**config.mk**
```make
export PLATFORM = sky130hd
export DESIGN_NAME = ber_tlv_header_parser
export DESIGN_NICKNAME = d
export VERILOG_FILES = /design/src/hw/rtl/btp_pkg.sv /design/src/hw/rtl/btp_decode.sv /design/src/hw/rtl/ber_tlv_header_parser.sv
export SDC_FILE = /design/constraint.sdc
export NUM_CORES = 1
export LEC_CHECK = 0
export ABC_AREA = 1
export BUFFER_PORTS_ARGS = -buffer_cell sky130_fd_sc_hd__buf_2
export CAP_MARGIN = 20
export CORE_AREA = 3 3 141 143
export CTS_CLUSTER_DIAMETER = 40
export CTS_CLUSTER_SIZE = 14
export DETAILED_ROUTE_END_ITERATION = 10
export DIE_AREA = 0 0 144 146
export PLACE_DENSITY = 0.67
export SYNTH_ARGS = -nofsm -noshare
export SYNTH_HDL_FRONTEND = slang
export SYNTH_SLANG_ARGS = --single-unit
```
**constraint.sdc**
```tcl
create_clock -name clk -period 11.7 [get_ports clk]
set_input_delay 1.17 -clock clk [delete_from_list [all_inputs] [get_ports clk]]
set_output_delay 1.17 -clock clk [all_outputs]
set_load 0.05 [all_outputs]
```
**src/hw/rtl/btp_pkg.sv**
```systemverilog
// ----------------------------------------------------------------------------
// btp_pkg
// Types and constants shared by the BER TLV header parser modules.
// ----------------------------------------------------------------------------
package btp_pkg;

  // longest long-form length field, in bytes after the 0x8n byte
  localparam int unsigned MAX_LEN_BYTES = 4;

  // phase of header parsing
  typedef enum logic [1:0] {
    PH_IDLE = 2'd0,
    PH_LEN1 = 2'd1,
    PH_LONG = 2'd2
  } phase_t;

  // result status codes
  localparam logic [1:0] ST_OK     = 2'd0;
  localparam logic [1:0] ST_SHORT  = 2'd1;
  localparam logic [1:0] ST_BADLEN = 2'd2;

  // parser state carried from byte to byte
  typedef struct packed {
    phase_t      phase;
    logic [7:0]  held_tag;
    logic [31:0] length_accum;
    logic [2:0]  length_bytes_left;
    logic [2:0]  header_count;
    logic [31:0] avail_held;
  } parse_state_t;

  // one decoded header result
  typedef struct packed {
    logic [1:0]  status;
    logic [7:0]  tag_byte;
    logic [31:0] value_length;
    logic [2:0]  header_length;
    logic [31:0] total_length;
    logic        constructed;
  } result_t;

endpackage

```
**src/hw/rtl/btp_decode.sv**
```systemverilog
// ----------------------------------------------------------------------------
// btp_decode
// Next-state and result logic for one byte of a BER element header.
// ----------------------------------------------------------------------------
module btp_decode
  import btp_pkg::*;
(
  input  parse_state_t state,
  input  logic [7:0]   byte_value,
  input  logic         start_flag,
  input  logic [31:0]  avail_len,
  output parse_state_t state_nxt,
  output logic         emit,
  output result_t      result
);

  logic [6:0]  len_count;
  logic [31:0] accum_shift;
  logic [2:0]  left_dec;
  logic [2:0]  hc_inc;
  logic        do_final;
  logic [31:0] final_vlen;
  logic [2:0]  final_hc;
  logic [32:0] final_total;
  logic        final_fits;
  logic [32:0] long_need;
  logic [1:0]  err_code;
  logic        do_error;

  assign len_count   = byte_value[6:0];
  assign accum_shift = {state.length_accum[23:0], byte_value};
  assign left_dec    = (state.length_bytes_left != 3'd0) ?
                       state.length_bytes_left - 3'd1 : 3'd0;
  assign hc_inc      = state.header_count + 3'd1;
  assign long_need   = 33'd2 + {26'd0, len_count};

  // shared total length and buffer fit check
  assign final_total = {30'd0, final_hc} + {1'b0, final_vlen};
  assign final_fits  = final_total <= {1'b0, state.avail_held};

  // state update and result selection
  always_comb begin
    state_nxt  = state;
    do_final   = 1'b0;
    do_error   = 1'b0;
    err_code   = ST_OK;
    final_vlen = {24'd0, byte_value};
    final_hc   = 3'd2;
    if (start_flag) begin
      state_nxt.held_tag          = byte_value;
      state_nxt.avail_held        = avail_len;
      state_nxt.length_accum      = 32'd0;
      state_nxt.length_bytes_left = 3'd0;
      state_nxt.header_count      = 3'd1;
      if (avail_len < 32'd2) begin
        do_error = 1'b1;
        err_code = ST_SHORT;
      end else begin
        state_nxt.phase = PH_LEN1;
      end
    end else begin
      unique case (state.phase)
        PH_LEN1: begin
          state_nxt.header_count = 3'd2;
          if (!byte_value[7]) begin
            do_final = 1'b1;
          end else if (len_count == 7'd0 || len_count > 7'(MAX_LEN_BYTES)) begin
            do_error = 1'b1;
            err_code = ST_BADLEN;
          end else if ({1'b0, state.avail_held} < long_need) begin
            do_error = 1'b1;
            err_code = ST_SHORT;
          end else begin
            state_nxt.length_accum      = 32'd0;
            state_nxt.length_bytes_left = len_count[2:0];
            state_nxt.phase             = PH_LONG;
          end
        end
        PH_LONG: begin
          state_nxt.length_accum      = accum_shift;
          state_nxt.header_count      = hc_inc;
          state_nxt.length_bytes_left = left_dec;
          final_vlen                  = accum_shift;
          final_hc                    = hc_inc;
          if (left_dec == 3'd0) begin
            do_final = 1'b1;
          end
        end
        default: begin
          state_nxt.phase = PH_IDLE;
        end
      endcase
    end

    // a header that overruns the buffer turns into an error
    if (do_final && !final_fits) begin
      do_error = 1'b1;
      err_code = ST_BADLEN;
    end
    if (do_final || do_error) begin
      state_nxt.phase = PH_IDLE;
    end
  end

  // result fields
  always_comb begin
    emit   = do_final || do_error;
    result = '0;
    if (do_error) begin
      result.status = err_code;
    end else begin
      result.status        = ST_OK;
      result.tag_byte      = state.held_tag;
      result.value_length  = final_vlen;
      result.header_length = final_hc;
      result.total_length  = final_total[31:0];
      result.constructed   = state.held_tag[5];
    end
  end

endmodule

```
**src/hw/rtl/ber_tlv_header_parser.sv**
```systemverilog
// ----------------------------------------------------------------------------
// ber_tlv_header_parser
// Decodes the tag and length header of a BER element, one byte per
// transaction, and gives one result per header or error.
// ----------------------------------------------------------------------------
//
//  channel | ports                                           | direction
//  --------+-------------------------------------------------+----------
//  input   | in_valid, in_stall, in_byte_value, in_start_flag,| in
//          | in_avail_len                                    |
//  result  | out_valid, out_stall, out_status, out_tag_byte,  | out
//          | out_value_length, out_header_length,            |
//          | out_total_length, out_constructed               |
//
//  One byte per cycle sustained unless a held result stalls the input. A byte
//  waits in the input register, then the parse logic updates state and loads
//  the result register, which holds the result and its valid flag.
//  Synchronous active-low reset clears the parse state and both valid flags.
//  A held result stalls the input register only while a new byte waits in it.
// ----------------------------------------------------------------------------
module ber_tlv_header_parser
  import btp_pkg::*;
(
  input  logic        clk,
  input  logic        rst_n,
  input  logic        in_valid,
  output logic        in_stall,
  input  logic [7:0]  in_byte_value,
  input  logic        in_start_flag,
  input  logic [31:0] in_avail_len,
  output logic        out_valid,
  input  logic        out_stall,
  output logic [1:0]  out_status,
  output logic [7:0]  out_tag_byte,
  output logic [31:0] out_value_length,
  output logic [2:0]  out_header_length,
  output logic [31:0] out_total_length,
  output logic        out_constructed
);

  logic         s1_valid_r;
  logic [7:0]   s1_byte_r;
  logic         s1_start_r;
  logic [31:0]  s1_avail_r;
  parse_state_t state_r;
  parse_state_t state_nxt;
  logic         emit;
  result_t      result;
  result_t      out_r;
  logic         out_valid_r;
  logic         s2_free;
  logic         s1_go;

  // handshake between stages
  assign s2_free  = !out_valid_r || !out_stall;
  assign s1_go    = s1_valid_r && s2_free;
  assign in_stall = s1_valid_r && !s2_free;

  // input register
  always_ff @(posedge clk) begin
    if (!rst_n) begin
      s1_valid_r <= 1'b0;
    end else if (!in_stall) begin
      s1_valid_r <= in_valid;
    end
  end

  always_ff @(posedge clk) begin
    if (in_valid && !in_stall) begin
      s1_byte_r  <= in_byte_value;
      s1_start_r <= in_start_flag;
      s1_avail_r <= in_avail_len;
    end
  end

  // parse logic
  btp_decode u_decode (
    .state      (state_r),
    .byte_value (s1_byte_r),
    .start_flag (s1_start_r),
    .avail_len  (s1_avail_r),
    .state_nxt  (state_nxt),
    .emit       (emit),
    .result     (result)
  );

  // parse state
  always_ff @(posedge clk) begin
    if (!rst_n) begin
      state_r <= '{phase: PH_IDLE, default: '0};
    end else if (s1_go) begin
      state_r <= state_nxt;
    end
  end

  // result register
  always_ff @(posedge clk) begin
    if (!rst_n) begin
      out_valid_r <= 1'b0;
    end else if (s2_free) begin
      out_valid_r <= s1_go && emit;
    end
  end

  always_ff @(posedge clk) begin
    if (s1_go && emit) begin
      out_r <= result;
    end
  end

  assign out_valid         = out_valid_r;
  assign out_status        = out_r.status;
  assign out_tag_byte      = out_r.tag_byte;
  assign out_value_length  = out_r.value_length;
  assign out_header_length = out_r.header_length;
  assign out_total_length  = out_r.total_length;
  assign out_constructed   = out_r.constructed;

endmodule
```
Yosys cells after proc, flatten, opt, wreduce, memory -nomap -nowiden
Index checks and enable logic that the tools add are counted.
{"block": "totals", "elab_cells": 94, "ff_bits": 193}
{"block": "classes", "muxes": 35, "bitwise": 1, "n_reduce_logical": 22, "n_eq_ne": 10, "add_sub_neg": 4, "n_lt_le_gt_ge": 4}
{"op": "two-way mux 27 bit", "count": 3}
{"op": "two-way mux 32 bit", "count": 2}
{"op": "case mux 30 bit (2 select lines)", "count": 1}
{"op": "adder 3 x 32 -> 33 bit", "count": 1}
{"op": "<= comparator 33 x 32 -> 1 bit", "count": 1}
{"op": "less-than comparator 32 x 33 -> 1 bit", "count": 1}
{"op": "less-than comparator 32 x 2 -> 1 bit (second input constant)", "count": 1}
{"op": "two-way mux 30 bit", "count": 1}
{"op": "two-way mux 2 bit", "count": 11}
{"op": "inequality test 3 bit (second input constant)", "count": 5}
{"op": "two-way mux 1 bit", "count": 12}
{"op": "inequality test 4 bit (second input constant)", "count": 3}
{"op": "two-way mux 3 bit", "count": 3}
{"op": "adder 2 x 7 -> 8 bit (first input constant)", "count": 1}
{"op": "greater-than comparator 7 x 3 -> 1 bit (second input constant)", "count": 1}
{"op": "zero test 7 bit", "count": 1}
{"op": "AND reduction 6 bit", "count": 1}
{"op": "nonzero test 3 bit", "count": 2}
{"op": "logical AND 1 bit", "count": 5}
{"op": "zero test 1 bit", "count": 5}
{"op": "AND reduction 5 bit", "count": 1}
{"op": "case mux 2 bit (2 select lines)", "count": 1}
{"op": "AND reduction 2 bit", "count": 2}
{"op": "adder 3 x 1 -> 3 bit (second input constant)", "count": 1}
{"op": "8 further kinds", "count": 10}

Logic depth before layout (Yosys ltp)
{"block": "logic_depth", "depth_word": 11, "depth_mapped": 36}

By module
A second synthesis with hierarchy kept.
{"block": "hier_totals", "hier_cells": 1517, "hier_area_um2": 12339.3}
{"mod": "ber_tlv_header_parser", "instances": 1, "area_each_um2": 7623.6, "cells_per_inst": 659}
{"mod": "btp_decode", "instances": 1, "area_each_um2": 4715.8, "cells_per_inst": 858}

Worst setup path after synthesis
No wires, ideal clock.
{"block": "synth_timing", "path_type": "reg2reg", "start": "register state_r[78] (netlist name)", "end": "register out_r (netlist bit out_value_length[13]) (data pin)", "n_path_buf": 5, "path_stages_with_launch": 30, "path_slack_ps": 7086, "setup_time_ps": 135, "t_required_ps": 11565, "arrival_time_ps": 4479, "path_cell_list": "dfxtp_1 -> inv_1 -> ha_1 -> buf_4 -> nand2_4 -> buf_6 -> clkbuf_1 -> nor2_1 -> ha_1 -> inv_1 -> fa_1 -> o21ai_1 -> nand2_1 -> nor2_1 -> and2_1 -> nand2_1 -> nor2_1 -> nand3_1 -> xnor2_1 -> inv_1 -> ha_1 -> nand2_1 -> or4_1 -> nor2_1 -> a21oi_2 -> nand2_1 -> nand2_2 -> buf_6 -> buf_8 -> nor2_2"}
{"block": "synth_between", "elab_chain_len": 8}
{"item": "from (decl)", "line": "ber_tlv_header_parser.sv:45", "rtl": "parse_state_t state_r;"}
{"item": "from (signal assigned)", "line": "ber_tlv_header_parser.sv:92", "rtl": "state_r <= state_nxt;"}
{"item": "== test 2 bit", "line": "btp_decode.sv:62", "rtl": "unique case (state.phase)"}
{"item": "two-way mux 3 bit", "line": "btp_decode.sv:62"}
{"item": "two-way mux 3 bit", "line": "btp_decode.sv:49", "rtl": "if (start_flag) begin"}
{"item": "net u_decode.final_hc[0]", "line": "btp_decode.sv:23", "rtl": "logic [2:0] final_hc;"}
{"item": "adder 3 x 32 -> 33 bit", "line": "btp_decode.sv:38", "rtl": "assign final_total = {30'd0, final_hc} + {1'b0, final_vlen};"}
{"item": "net u_decode.final_total[26]", "line": "btp_decode.sv:24", "rtl": "logic [32:0] final_total;"}
{"item": "<= comparator 33 x 32 -> 1 bit", "line": "btp_decode.sv:39", "rtl": "assign final_fits = final_total <= {1'b0, state.avail_held};"}
{"item": "zero test 1 bit", "line": "btp_decode.sv:96", "rtl": "if (do_final && !final_fits) begin"}
{"item": "logical AND 1 bit", "line": "btp_decode.sv:96"}
{"item": "two-way mux 1 bit", "line": "btp_decode.sv:96"}
{"item": "to (signal assigned)", "line": "ber_tlv_header_parser.sv:107", "rtl": "out_r <= result;"}
{"item": "to (decl)", "line": "ber_tlv_header_parser.sv:49", "rtl": "result_t out_r;"}
The timed path passes the listed nets, and every way through them passes these cells.
A chain may end at the register's enable or synchronous reset.

Worst setup path in the final report
{"block": "layout_timing", "start": "register state_r[78] (netlist name)", "end": "register out_r (netlist bit out_total_length[15]) (data pin)"}
Same word-level chain as after synthesis.

==> results.sh <==
export IMPL_outcome="finished clean"
export IMPL_final_min_clock_period_ps=5850
export IMPL_globalplace_congestion=0.900
export IMPL_cts_setup_buffers=0
export IMPL_syn_num_nets=1114
export IMPL_worstHoldPathCells=2
export IMPL_die_area_um2=21000
export IMPL_cts_buffers=17
export IMPL_p_leak_uw=0.00436
export IMPL_p_sw_uw=363
export IMPL_clock_root_buffer="clkbuf_16"
export IMPL_comb_power_share_pct=8.9
export IMPL_syn_area_um2=9260
export IMPL_p_int_uw=1160
export IMPL_cp_required_ps=11960
export IMPL_slew_headroom_pct=50.9
export IMPL_vdd_drop_max_uv=95.6
export IMPL_yosysTopAreaCellShare_pct=38.3
export IMPL_synth_warnings=0
export IMPL_post_cts_resize_count=0
export IMPL_initial_core_util_pct=49.5
export IMPL_reg2reg_depth=25
export IMPL_synth_area_per_cell_um2=9.06
export IMPL_multi_input_area_um2=3420
export IMPL_ys_types=43
export IMPL_hold_class="flip-flop to flip-flop"
export IMPL_grt_pass1_vias=6837
export IMPL_dr_pass1_iters=5
export IMPL_hold_violations=0
export IMPL_final_cell_mix="155 x inv_1, 149 x nor2_1, 135 x nand2_1, 124 x buf_2, 118 x edfxtp_1"
export IMPL_p_sw_share_pct=23.9
export IMPL_clock_sinks=192
export IMPL_cts_tree="built"
export IMPL_setup_viol=0
export IMPL_fp_dieH_um=146
export IMPL_crit_arrival_ps=6110
export IMPL_final_cells=1382
export IMPL_ant_nets=0
export IMPL_ios=125
export IMPL_skew_ps=10.2
export IMPL_finalNetCount=1227
export IMPL_ys_ff_latch=192
export IMPL_dp_cells=1350
export IMPL_fin_crit_sh_pct=50.0
export IMPL_core_area_um2=18700
export IMPL_finalWirelength_um=22300
export IMPL_final_common_cell="inv_1"
export IMPL_area_growth_pct=14.9
export IMPL_clkLatencyLatePin_ps=440
export IMPL_synth_top_area_cell="edfxtp_1"
export IMPL_rsz0062_at_grt="no"
export IMPL_drive_gt1_share_pct=16.1
export IMPL_dp_hpwl_um=16600
export IMPL_synthFlopType="edfxtp_1"
export IMPL_grtUsageTotal_pct=21.9
export IMPL_p_clk_share_pct=41.4
export IMPL_antenna_cells=0
export IMPL_grt_max_degree=66
export IMPL_max_stage_delay_ps=540
export IMPL_seqPwrFrac_pct=49.7
export IMPL_setup_tns_final_ps=0
export IMPL_final_area_um2=10600
export IMPL_slew_violations=0
export IMPL_path_class="flip-flop to flip-flop"
export IMPL_cts_hold_buf=0
export IMPL_cap_violations=0
export IMPL_worst_pin_slew_ps=735
export IMPL_vias=7141
export IMPL_cpMostUsedCell="nor2_1"
export IMPL_htree_levels=4
export IMPL_seq_area_frac_synth_pct=54.3
export IMPL_drtIter0Drc=638
export IMPL_powerDensity_nw_per_um2=143
export IMPL_overflow=0
export IMPL_synth_edf_count=118
export IMPL_fillCellCount=1712
export IMPL_routed_via_density=5.17
export IMPL_worst_setup_path_end_kind="flip-flop"
export IMPL_clk_pin_slew_worst_paths_ps=70
export IMPL_start_kind="flip-flop"
export IMPL_place_area_um2=10000
export IMPL_wl_per_cell_um=16.2
export IMPL_crit_fanout=60
export IMPL_core_rowCount=50
export IMPL_drc=0
export IMPL_antenna_found_initial=0
export IMPL_port_buffers=124
export IMPL_grt_pass1_wl_um=35800
export IMPL_cts_max_path_buffers=2
export IMPL_cp_slowest_cell="or4_1"
export IMPL_synth_top_cells_by_area="edfxtp_1 38%, dfxtp_1 16%, inv_1 6.3%"
export IMPL_async_reset_ff_share_pct=0
export IMPL_die_w_um=144
export IMPL_max_freq_mhz=171
export IMPL_synth_cells=1022
export IMPL_ff_latch_area_um2=5020
==> state kept, by name (all words and copies together), names as in the netlist <==
signal,count
out_header_length,3
out_status,2
out_tag_byte,8
out_total_length,32
out_valid,1
out_value_length,32
s1_avail_r,32
s1_byte_r,8
s1_start_r,1
s1_valid_r,1
state_r,72
==> critical path: cells and delay by family (launching register included) <==
| kind | cells | cell delay, ps |
|---|---|---|
| flops | 1 | 310 |
| buf+inv | 4 | 590 |
| xor+xnor | 1 | 260 |
| compound gates | 2 | 320 |
| fa+ha+maj | 4 | 1230 |
| simple gates | 14 | 2920 |
==> metrics by stage <==
stage	worst slack, ps	hold WS (ps)	utilization (%)	power [µW]
final	5850	454	56.9	1520
after detailed placement	5870	448	53.5	904
after global routing	5270	479	56.9	1580
after CTS	5810	458	56.9	1530
after floorplan	7090	430	-	864
after global placement	5860	444	53.5	901
==> path summary, 6_finish.rpt <==
path	start	slack, ps	to
hold reg to reg	state_r[77]	450	state_r[77]
setup reg to reg	state_r[78]	5850	out_total_length[15]
setup / recovery	state_r[78]	5850	out_total_length[15]
hold / removal	state_r[77]	450	state_r[77]
==> cell families after synthesis <==
logic type / Yosys count / synth area share (%)
compound gates: 163 / 9.11
xor+xnor: 30 / 2.84
fa+ha+maj: 47 / 6.43
buf+inv: 195 / 8.81
flops: 192 / 54.3
simple gates: 395 / 18.5
==> final cells by class <==
class,instances,area share [%]
clock buffer,20,4.30
clock inverter,12,1.67
inverter,159,5.66
multi-input combinational,635,32.1
sequential,192,47.2
tap,234,2.75
timing repair buffer,130,6.26
==> per-layer routing <==
metal  routed length [µm]  track usage (%)
met1                10300             31.7
met2                10200             34.2
met3                 1400             3.38
met4                  418             6.36
met5                    0                0
==> cells in the mapped netlist (2+ instances only) <==
master	n
nand2_2	2
nand2_1	136
a21oi_1	89
edfxtp_1	118
a21o_1	2
nor2_2	14
xnor2_1	5
buf_4	2
dfxtp_1	74
xor2_1	25
inv_1	156
a211oi_1	2
nand3_1	32
nor3_2	2
buf_2	5
nand4_1	17
and2_1	2
and2_0	4
o21bai_1	2
nor2_1	149
nor4_1	16
o21ai_0	62
clkbuf_1	20
ha_1	46
nor3_1	15
or2_2	2
buf_6	7
==> power groups by stage <==
| stage | Combinational (µW) | Clock [µW] | Sequential, µW |
|---|---|---|---|
| 2_1_floorplan | 87.5 | 0 | 777 |
| 3_3_place_gp | 132 | 0 | 769 |
| 3_5_place_dp | 134 | 0 | 770 |
| 4_1_cts | 135 | 639 | 755 |
| 5_1_grt | 153 | 670 | 757 |
| 6_report | 135 | 628 | 755 |
Note: power is estimated with default switching activity, not from simulation.
